## config.mk

```make
export PLATFORM = sky130hd
export DESIGN_NAME = goertzel_tone_energy_flat
export DESIGN_NICKNAME = d
export VERILOG_FILES = /design/src/sv/gte_pkg.sv /design/src/sv/gte_if.sv /design/src/sv/gte_ctrl.sv /design/src/sv/gte_datapath.sv /design/src/sv/goertzel_tone_energy.sv /design/src/flat_wrapper.sv
export SDC_FILE = /design/constraint.sdc
export NUM_CORES = 1
export LEC_CHECK = 0
export ABC_AREA = 1
export BUFFER_PORTS_ARGS = -buffer_cell sky130_fd_sc_hd__buf_4
export CORE_MARGIN = 5
export CORE_UTILIZATION = 30
export DETAILED_ROUTE_END_ITERATION = 12
export PLACE_DENSITY = 0.51
export SYNTH_ARGS = -nofsm -noshare
export SYNTH_HDL_FRONTEND = slang
export SYNTH_HIERARCHICAL = 1
export SYNTH_SLANG_ARGS = --single-unit
```

## constraint.sdc

```tcl
create_clock -name clk_i -period 8.3 [get_ports clk_i]
set_input_delay 0.83 -clock clk_i [delete_from_list [all_inputs] [get_ports clk_i]]
set_output_delay 0.83 -clock clk_i [all_outputs]
set_load 0.02 [all_outputs]
```

## src/sv/gte_pkg.sv

```systemverilog
package gte_pkg;

  localparam int unsigned SampleW = 16;
  localparam int unsigned CosW    = 17;
  localparam int unsigned ProdW   = CosW + SampleW;
  localparam int unsigned EnergyW = 33;
  localparam int unsigned AccW    = EnergyW + 1;

  // Controller states.
  typedef enum logic [3:0] {
    ST_IDLE,
    ST_MUL,
    ST_RND,
    ST_UPD,
    ST_FMUL,
    ST_FRND,
    ST_SQ1,
    ST_SQ2,
    ST_MS,
    ST_FIN
  } gte_state_e;

  // Operand pairs of the shared multiplier.
  typedef enum logic [1:0] {
    MUL_C_S1,
    MUL_S1_S1,
    MUL_S2_S2,
    MUL_M_S2
  } gte_mul_sel_e;

  typedef struct packed {
    logic         cap_en;
    logic         mul_en;
    gte_mul_sel_e mul_sel;
    logic         m_en;
    logic         upd_en;
    logic         acc_load;
    logic         acc_add;
    logic         out_load;
  } gte_cmd_t;

  typedef struct packed {
    logic last;
    logic out_free;
  } gte_status_t;

endpackage

```

## src/sv/gte_if.sv

```systemverilog
// Input channel: one sample and its end-of-block flag.
interface gte_in_if;
  logic                valid;
  logic                ready;
  logic signed [15:0]  sample;
  logic                last;

  modport source (output valid, output sample, output last, input ready);
  modport sink   (input valid, input sample, input last, output ready);
endinterface

// Output channel: one energy value per block.
interface gte_out_if;
  logic                valid;
  logic                ready;
  logic signed [32:0]  energy;

  modport source (output valid, output energy, input ready);
  modport sink   (input valid, input energy, output ready);
endinterface

```

## src/sv/gte_ctrl.sv

```systemverilog
module gte_ctrl
  import gte_pkg::*;
(
  input  logic        clk_i,
  input  logic        rst_ni,
  input  logic        in_valid_i,
  output logic        in_ready_o,
  input  gte_status_t status_i,
  output gte_cmd_t    cmd_o
);

  gte_state_e state_q, state_d;

  // State register.
  always_ff @(posedge clk_i or negedge rst_ni) begin
    if (!rst_ni) begin
      state_q <= ST_IDLE;
    end else begin
      state_q <= state_d;
    end
  end

  // Next state.
  always_comb begin
    state_d = state_q;
    unique case (state_q)
      ST_IDLE: begin
        if (in_valid_i) state_d = ST_MUL;
      end
      ST_MUL:  state_d = ST_RND;
      ST_RND:  state_d = ST_UPD;
      ST_UPD:  state_d = status_i.last ? ST_FMUL : ST_IDLE;
      ST_FMUL: state_d = ST_FRND;
      ST_FRND: state_d = ST_SQ1;
      ST_SQ1:  state_d = ST_SQ2;
      ST_SQ2:  state_d = ST_MS;
      ST_MS:   state_d = ST_FIN;
      ST_FIN: begin
        if (status_i.out_free) state_d = ST_IDLE;
      end
      default: state_d = ST_IDLE;
    endcase
  end

  // Datapath commands.
  always_comb begin
    cmd_o         = '0;
    cmd_o.mul_sel = MUL_C_S1;
    in_ready_o    = 1'b0;
    unique case (state_q)
      ST_IDLE: begin
        in_ready_o   = 1'b1;
        cmd_o.cap_en = in_valid_i;
      end
      ST_MUL:  cmd_o.mul_en = 1'b1;
      ST_RND:  cmd_o.m_en   = 1'b1;
      ST_UPD:  cmd_o.upd_en = 1'b1;
      ST_FMUL: cmd_o.mul_en = 1'b1;
      ST_FRND: cmd_o.m_en   = 1'b1;
      ST_SQ1: begin
        cmd_o.mul_en  = 1'b1;
        cmd_o.mul_sel = MUL_S1_S1;
      end
      ST_SQ2: begin
        cmd_o.mul_en   = 1'b1;
        cmd_o.mul_sel  = MUL_S2_S2;
        cmd_o.acc_load = 1'b1;
      end
      ST_MS: begin
        cmd_o.mul_en  = 1'b1;
        cmd_o.mul_sel = MUL_M_S2;
        cmd_o.acc_add = 1'b1;
      end
      ST_FIN:  cmd_o.out_load = status_i.out_free;
      default: cmd_o = '0;
    endcase
  end

endmodule

```

## src/sv/gte_datapath.sv

```systemverilog
module gte_datapath
  import gte_pkg::*;
(
  input  logic                       clk_i,
  input  logic                       rst_ni,
  input  logic                       cfg_we_i,
  input  logic signed [CosW-1:0]     cfg_data_i,
  input  logic signed [SampleW-1:0]  sample_i,
  input  logic                       last_i,
  input  gte_cmd_t                   cmd_i,
  output gte_status_t                status_o,
  output logic                       out_valid_o,
  input  logic                       out_ready_i,
  output logic signed [EnergyW-1:0]  out_energy_o
);

  // Clamp a 20-bit value to the signed 16-bit range.
  function automatic logic signed [15:0] sat16(input logic signed [19:0] v);
    logic signed [15:0] r;
    if (v > 20'sd32767) begin
      r = 16'sh7fff;
    end else if (v < -20'sd32768) begin
      r = 16'sh8000;
    end else begin
      r = v[15:0];
    end
    return r;
  endfunction

  // The product c*s1 doubled and shifted by 15 is the product shifted by 14.
  // Round half to even, then clamp.
  function automatic logic signed [15:0] round_sat(input logic signed [ProdW-1:0] p);
    logic signed [18:0] q;
    logic [13:0]        r;
    logic signed [19:0] qr;
    q  = p[ProdW-1:14];
    r  = p[13:0];
    qr = {q[18], q};
    if (r > 14'h2000 || (r == 14'h2000 && q[0])) begin
      qr = qr + 20'sd1;
    end
    return sat16(qr);
  endfunction

  logic signed [CosW-1:0]    cos_q;
  logic signed [SampleW-1:0] x_q;
  logic                      last_q;
  logic signed [SampleW-1:0] s1_q, s2_q, m_q;
  logic signed [ProdW-1:0]   prod_q;
  logic signed [AccW-1:0]    acc_q;
  logic                      out_valid_q;
  logic signed [EnergyW-1:0] out_q;

  logic signed [CosW-1:0]    op_a;
  logic signed [SampleW-1:0] op_b;
  logic signed [19:0]        sum;
  logic signed [AccW-1:0]    prod_ext;
  logic signed [AccW-1:0]    energy;

  // Cosine register.
  always_ff @(posedge clk_i or negedge rst_ni) begin
    if (!rst_ni) begin
      cos_q <= '0;
    end else if (cfg_we_i) begin
      cos_q <= cfg_data_i;
    end
  end

  // Input capture at the transfer.
  always_ff @(posedge clk_i) begin
    if (cmd_i.cap_en) begin
      x_q    <= sample_i;
      last_q <= last_i;
    end
  end

  // Shared multiplier operand select and product register.
  always_comb begin
    case (cmd_i.mul_sel)
      MUL_C_S1: begin
        op_a = cos_q;
        op_b = s1_q;
      end
      MUL_S1_S1: begin
        op_a = {s1_q[SampleW-1], s1_q};
        op_b = s1_q;
      end
      MUL_S2_S2: begin
        op_a = {s2_q[SampleW-1], s2_q};
        op_b = s2_q;
      end
      default: begin
        op_a = {m_q[SampleW-1], m_q};
        op_b = s2_q;
      end
    endcase
  end

  always_ff @(posedge clk_i) begin
    if (cmd_i.mul_en) begin
      prod_q <= op_a * op_b;
    end
    if (cmd_i.m_en) begin
      m_q <= round_sat(prod_q);
    end
  end

  // Recursion update and the end-of-block clear.
  assign sum = {{4{x_q[SampleW-1]}}, x_q} + {{4{m_q[SampleW-1]}}, m_q}
             - {{4{s2_q[SampleW-1]}}, s2_q};

  always_ff @(posedge clk_i or negedge rst_ni) begin
    if (!rst_ni) begin
      s1_q <= '0;
      s2_q <= '0;
    end else if (cmd_i.out_load) begin
      s1_q <= '0;
      s2_q <= '0;
    end else if (cmd_i.upd_en) begin
      s2_q <= s1_q;
      s1_q <= sat16(sum);
    end
  end

  // Energy accumulator.
  assign prod_ext = {prod_q[ProdW-1], prod_q};
  assign energy   = acc_q - prod_ext;

  always_ff @(posedge clk_i) begin
    if (cmd_i.acc_load) begin
      acc_q <= prod_ext;
    end else if (cmd_i.acc_add) begin
      acc_q <= acc_q + prod_ext;
    end
  end

  // Output register; the next block may start while it waits.
  always_ff @(posedge clk_i or negedge rst_ni) begin
    if (!rst_ni) begin
      out_valid_q <= 1'b0;
    end else if (cmd_i.out_load) begin
      out_valid_q <= 1'b1;
    end else if (out_ready_i) begin
      out_valid_q <= 1'b0;
    end
  end

  always_ff @(posedge clk_i) begin
    if (cmd_i.out_load) begin
      out_q <= energy[EnergyW-1:0];
    end
  end

  assign status_o.last     = last_q;
  assign status_o.out_free = !out_valid_q || out_ready_i;
  assign out_valid_o       = out_valid_q;
  assign out_energy_o      = out_q;

endmodule

```

## src/sv/goertzel_tone_energy.sv

```systemverilog
// Goertzel tone energy detector, Q15 coefficient, one shared 17x16 multiplier.
// Each sample passes transfer, multiply, round and update before the next is taken.
// A sample marked last then runs FMUL, FRND, SQ1, SQ2, MS and FIN for the energy,
// which the same multiplier forms in four products; FIN waits for a free output.
// Reset (rst_ni low, asynchronous) clears the cosine, both delays and output valid.
module goertzel_tone_energy
  import gte_pkg::*;
(
  input  logic                    clk_i,
  input  logic                    rst_ni,
  input  logic                    cfg_we_i,
  input  logic signed [CosW-1:0]  cfg_data_i,
  gte_in_if.sink                  in_i,
  gte_out_if.source               out_o
);

  gte_cmd_t    cmd;
  gte_status_t status;

  gte_ctrl u_ctrl (
    .clk_i      (clk_i),
    .rst_ni     (rst_ni),
    .in_valid_i (in_i.valid),
    .in_ready_o (in_i.ready),
    .status_i   (status),
    .cmd_o      (cmd)
  );

  gte_datapath u_datapath (
    .clk_i        (clk_i),
    .rst_ni       (rst_ni),
    .cfg_we_i     (cfg_we_i),
    .cfg_data_i   (cfg_data_i),
    .sample_i     (in_i.sample),
    .last_i       (in_i.last),
    .cmd_i        (cmd),
    .status_o     (status),
    .out_valid_o  (out_o.valid),
    .out_ready_i  (out_o.ready),
    .out_energy_o (out_o.energy)
  );

endmodule

```

## src/flat_wrapper.sv

```systemverilog
// flat-port wrapper written by rule: the top's interface ports become plain ports
module goertzel_tone_energy_flat import gte_pkg::*;
  (clk_i, rst_ni, cfg_we_i, cfg_data_i, in_i_valid, in_i_sample, in_i_last, in_i_ready, out_o_valid, out_o_energy, out_o_ready);
  gte_in_if in_i_i ();
  gte_out_if out_o_i ();
  input  logic clk_i;
  input  logic rst_ni;
  input  logic cfg_we_i;
  input  logic signed [CosW-1:0] cfg_data_i;
  input wire logic [$bits(in_i_i.valid)-1:0] in_i_valid;
  input wire logic [$bits(in_i_i.sample)-1:0] in_i_sample;
  input wire logic [$bits(in_i_i.last)-1:0] in_i_last;
  output wire logic [$bits(in_i_i.ready)-1:0] in_i_ready;
  output wire logic [$bits(out_o_i.valid)-1:0] out_o_valid;
  output wire logic [$bits(out_o_i.energy)-1:0] out_o_energy;
  input wire logic [$bits(out_o_i.ready)-1:0] out_o_ready;
  assign in_i_i.valid = in_i_valid;
  assign in_i_i.sample = in_i_sample;
  assign in_i_i.last = in_i_last;
  assign in_i_ready = in_i_i.ready;
  assign out_o_valid = out_o_i.valid;
  assign out_o_energy = out_o_i.energy;
  assign out_o_i.ready = out_o_ready;
  goertzel_tone_energy u_core (.clk_i(clk_i), .rst_ni(rst_ni), .cfg_we_i(cfg_we_i), .cfg_data_i(cfg_data_i), .in_i(in_i_i), .out_o(out_o_i));
endmodule
```

**Word level (Yosys, flattened, before mapping)**

Cells that the tools add are included.
W data, S select, Z words.

- Add/sub/neg operators: 5
- Reduce and logical (&&, ||, !) cells: 13
- Shift-type cells: 0
- Eq/ne operators: 14
- Divide/modulo/power cells: 0
- Bitwise operators: 0
- $lt $le $gt $ge: 5
- Multiplexer cells: 28
- Multiply operators: 1

Operators by type and width:

| cell | count |
|---|---|
| $mux W16 | 8 |
| $mux W34 | 2 |
| $pmux W17 S3 | 1 |
| $mux W20 | 2 |
| $pmux W4 S10 | 1 |
| $add A34 B33 Y34 | 1 |
| $mul A17 B16 Y33 | 1 |
| $sub A33 B33 Y33 | 1 |
| $add A19 B2 Y20 const B | 1 |
| $gt A20 B16 Y1 const B | 1 |
| $lt A20 B16 Y1 const B | 1 |
| $gt A18 B16 Y1 const B | 1 |
| $lt A18 B16 Y1 const B | 1 |
| $sub A17 B16 Y18 | 1 |
| $add A16 B16 Y17 | 1 |
| $eq A4 B3 Y1 const B | 4 |
| $eq A14 B14 Y1 const B | 1 |
| $gt A14 B14 Y1 const B | 1 |
| $mux W1 | 10 |
| $eq A4 B2 Y1 const B | 2 |
| $eq A4 B4 Y1 const B | 2 |
| $mux W4 | 2 |
| $pmux W2 S3 | 1 |
| $reduce_bool A2 Y1 | 3 |
| other kinds (13) | 16 |

- Word-level logic and storage cells: 77
- Latch bits: 0
- Bits in writable memories: 0
- Memories kept: 0
- Flip-flop bits (word level): 187
- ROM bits: 0
- Input port bits: 39

**Longest topological paths before layout**

- Word-level depth: 7
- Mapped depth: 37
- Gate-level depth less buffers: 37

**Hierarchy**

Netlist, hierarchy kept.

Modules (own cells, without submodules):

| module | area each (µm²) | cells an instance | seq. area each (µm²) | times used |
|---|---|---|---|---|
| gte_datapath | 23820.3 | 3042 | 5215.0 | 1 |
| gte_ctrl | 289.0 | 45 | 100.1 | 1 |

**Least setup slack after synthesis**

OpenSTA, ideal clock, no wires.

- Path type: register -> register
- From: reg u_core.u_ctrl.state_q[1]
- To: reg u_core.u_datapath.prod_q[32] (data pin)
- Data arrival time: 6533 ps
- Cell stages (with the launch flop): 37
- Path buffers: 2
- Setup slack: 1514 ps
- Library setup time: 252 ps
- Required time: 8048 ps
- Path through: dfrtp_1 > nor2_2 > nand2_2 > nor2_2 > nor2_2 > inv_1 > buf_4 > nor2_1 > inv_1 > nor2_1 > a31oi_1 > nand2_1 > nand2_1 > buf_2 > nor2_1 > fa_1 > inv_1 > fa_1 > inv_1 > fa_1 > inv_1 > fa_1 > inv_1 > fa_1 > inv_1 > fa_1 > inv_1 > ha_1 > nand2_1 > nor3_1 > nand2_1 > nor2_1 > nand2_1 > nand3_1 > inv_1 > nand2_1 > nand2_1

RTL lines:

| element | RTL line | RTL |
|---|---|---|
| from (decl) | gte_ctrl.sv:12 | `gte_state_e state_q, state_d;` |
| from (signal assigned) | gte_ctrl.sv:19 | `state_q <= state_d;` |
| to (signal assigned) | gte_datapath.sv:101 | `prod_q <= op_a * op_b;` |
| to (decl) | gte_datapath.sv:49 | `logic signed [ProdW-1:0] prod_q;` |

==> impl_metrics.toml <==
[outcome]
outcome = "finished clean"

[worst_setup_path]
critPathSlowestCell = "o21ai_2"
arrival_ps = 8010
critPathKind = "flop to flop"
crit_required_ps = 8520
critPathMostFrequentCell = "fa_1"
end_kind = "flop"
worstPathMaxFanout = 14
worstSetupStartpointType = "flop"
slowest_delay_ps = 620

[clock_tree]
clk_latency_ps = 470
ctsHtreeMaxLevel = 4
hold_buffers = 0
max-clock-path-buffers = 2
root_buffer = "clkbuf_16"
cts_tree = "yes"
numCtsBuffers = 17
cts.reportedPaths.clkPinSlew_ps = 80
clock-sinks = 186

[route]
antenna_left = 0
drtIter0Drc = 1185
route.vias.total = 19970
drc = 0
routedWlPerCell_um = 17.2
dr.pass1.iters = 6
vias_per_cell = 4.72
wirelength_mm = 72.9

[floorplanning]
io_pins = 74
core_mm2 = 0.0802
dieWidth_um = 293
die_y_um = 293
die_area_mm2 = 0.0861
rows = 104
floorplan.initialDensity_pct = 30.1

[synth]
post_synth_and_or_nand_nor_area_fraction_pct = 20.7
muxShareOfSynthArea_pct = 0.794
async_reset_ff_share_pct = 29.0
synth_warnings = 6
ys_seq_elements = 186
synth_ff_type = "edfxtp_1"
syn_avg_cell_area_um2 = 7.81
syn-cell-area_mm2 = 0.0241
ys_types = 47
synth_edf_count = 132
synth_top_area_share_pct = 24.4
ys_seq_area_share_pct = 22.0
synth_compound_area_share_pct = 7.88
synth.top_cells.by_area = "fa_1 (24%), edfxtp_1 (16%), inv_1 (11%), nand2_1 (10%), ha_1 (8.7%)"
synth_top_area_cell = "fa_1"
synthCells = 3087
syn_nets = 3587
synth_top_family_by_area = "adder cells"
synth-xor-area-share_pct = 3.09
synth-adder-area-share_pct = 33.1

[timing]
tightest_slew_ps = 1010
final_max_slew_viol_count = 0
period_share_pct = 93.9
skew_ps = 10.5
fmax_ghz = 0.128
fin_setup_tns_ps = 0
hold_viol_final = 0
timing.final.crit_period_ps = 7800
setup_violations = 0
relSlewSlack_pct = 32.8
grt_setup_unrepaired = "no"

[global_routing]
gr-total-overflow = 0
grt_pass1_wl_mm = 117
grtUsageTotal_pct = 17.3
antenna_found_initial = 0
grt_max_degree = 55
grt_pass1_vias = 20788

[hold_path]
hp-class = "primary input to async pin"

[placed_design]
gp_congestion = 0.938
dpl.hpwl_mm = 62.2
port_buffers = 73

[cells_and_area]
insertedDiodeCount = 0
syn2layout_area_growth_pct = 10.4
fin_nets = 3656
utilization_pct = 33.2
drive_gt1_share_pct = 6.85

[flow_run]
maxCapViolations = 0
## routing by layer
metal	up-vias	share of wire [%]	global-route usage [%]
met4	0	2.1	4.56
met2	477	47	29.4
li1	9625	-	-
met1	9806	45	23.5
met3	62	5.0	2.03
met5	-	0	0
## final timing paths
path	cells past startpoint	endpoint	slack (ps)	start
worst max-delay path	31	u_core/u_datapath/prod_q[25]	500	u_core/u_ctrl/state_q[1]
worst min-delay path	1	u_core/u_datapath/cos_q[6]	380	rst_ni
worst max register to register	31	u_core/u_datapath/prod_q[25]	500	u_core/u_ctrl/state_q[1]
worst min register to register	2	u_core/u_datapath/s1_q[2]	490	u_core/u_datapath/s1_q[2]
max in group asynchronous	1	u_core/u_datapath/cos_q[7]	7390	rst_ni
min in group clk_i	2	u_core/u_datapath/s1_q[2]	490	u_core/u_datapath/s1_q[2]
## area by class of cell
type	count	area, um2
clock buffers	18	450
inverters	712	2700
repair buffers	120	913
multi-input cells	2119	15800
well taps	1060	1330
fillers	8699	53500
flip-flops and latches	186	5320
clock inverters	13	104
## synthesized netlist by cell type (6+ instances only)
library cell  instances
o21ai_0             152
a21o_1                7
ha_1                167
xor2_1               66
clkbuf_1             37
nand2_1             649
nand4_1              24
o21bai_1             12
o211ai_1              8
buf_2                26
a21oi_1             124
edfxtp_1            132
o21ai_2               9
mux2_2               17
nor3_1               28
nand3_1             155
nor2_2                8
fa_1                294
dfrtp_1              54
nand2_2               6
o21ai_1               8
nor2_1              316
inv_1               704
o2111ai_1             9
xnor2_1              19
a31oi_1               7
## through the flow
step / cells / instance area, um2 / hold WS (ps) / setup slack, ps
after CTS: 4223 / 26500 / 424 / 408
after floorplan: 3087 / 24100 / 449 / 1510
after global routing: 4228 / 26600 / 445 / 6.89
after detailed placement: 4192 / 26000 / 471 / 452
after global placement: 4192 / 26000 / 473 / 391
final: 4228 / 26600 / 384 / 505
## layout by cell type, fill, tap and decap left out, types with 6 or more instances in the layout
master,instances
ha_1,167
a31oi_1,7
o21ai_2,8
clkinvlp_4,6
o21ai_1,11
xnor2_1,19
buf_4,119
nor2_1,315
a21o_1,7
o21ai_0,149
inv_6,6
nand3_1,155
clkbuf_16,18
nor3_1,28
nand2_2,6
o211ai_1,8
edfxtp_1,132
mux2_2,17
inv_2,7
o2111ai_1,9
nand4_1,24
dfrtp_1,54
nand2_1,649
fa_1,292
xor2_1,66
a21oi_1,124
inv_1,697
o21bai_1,12
nor2_2,8
## sequential cells by signal, indices dropped and copies added, names as in the netlist
name	flops
u_core/u_datapath/acc_q	33
u_core/u_ctrl/state_q	4
u_core/u_datapath/x_q	16
u_core/u_datapath/cos_q	17
u_core/u_datapath/s2_q	16
u_core/u_datapath/out_energy_o	33
u_core/u_datapath/prod_q	33
u_core/u_datapath/last_q	1
u_core/u_datapath/m_q	16
u_core/u_datapath/out_valid_o	1
u_core/u_datapath/s1_q	16
## worst max-delay path, delay by kind of cell (launching register included)
| kind | cells | cell delay, ps |
|---|---|---|
| simple gates | 11 | 1380 |
| xor+xnor | 1 | 140 |
| compound gates | 3 | 1150 |
| flops | 1 | 450 |
| fa+ha+maj | 7 | 2960 |
| buf+inv | 9 | 1450 |
## cell families (layout without fill, tap and decap cells)
logic type                 Yosys count  count (layout)
and+or+nand+nor                   1210            1210
DFF                                186             186
AOI/OAI and AO/OA                  346             346
adders and majority gates          461             461
buffers and inverters              782             863
muxes                               17              17
xor gates and xnor gates            85              85
## timing repair
item,4_1_cts,5_1_grt
setup endpoints to repair,0,11
buffers inserted,0,5
gates resized for setup,0,11
Power is not shown: default switching activity piles up to over one toggle a cycle in this logic, so the estimate is an artifact.
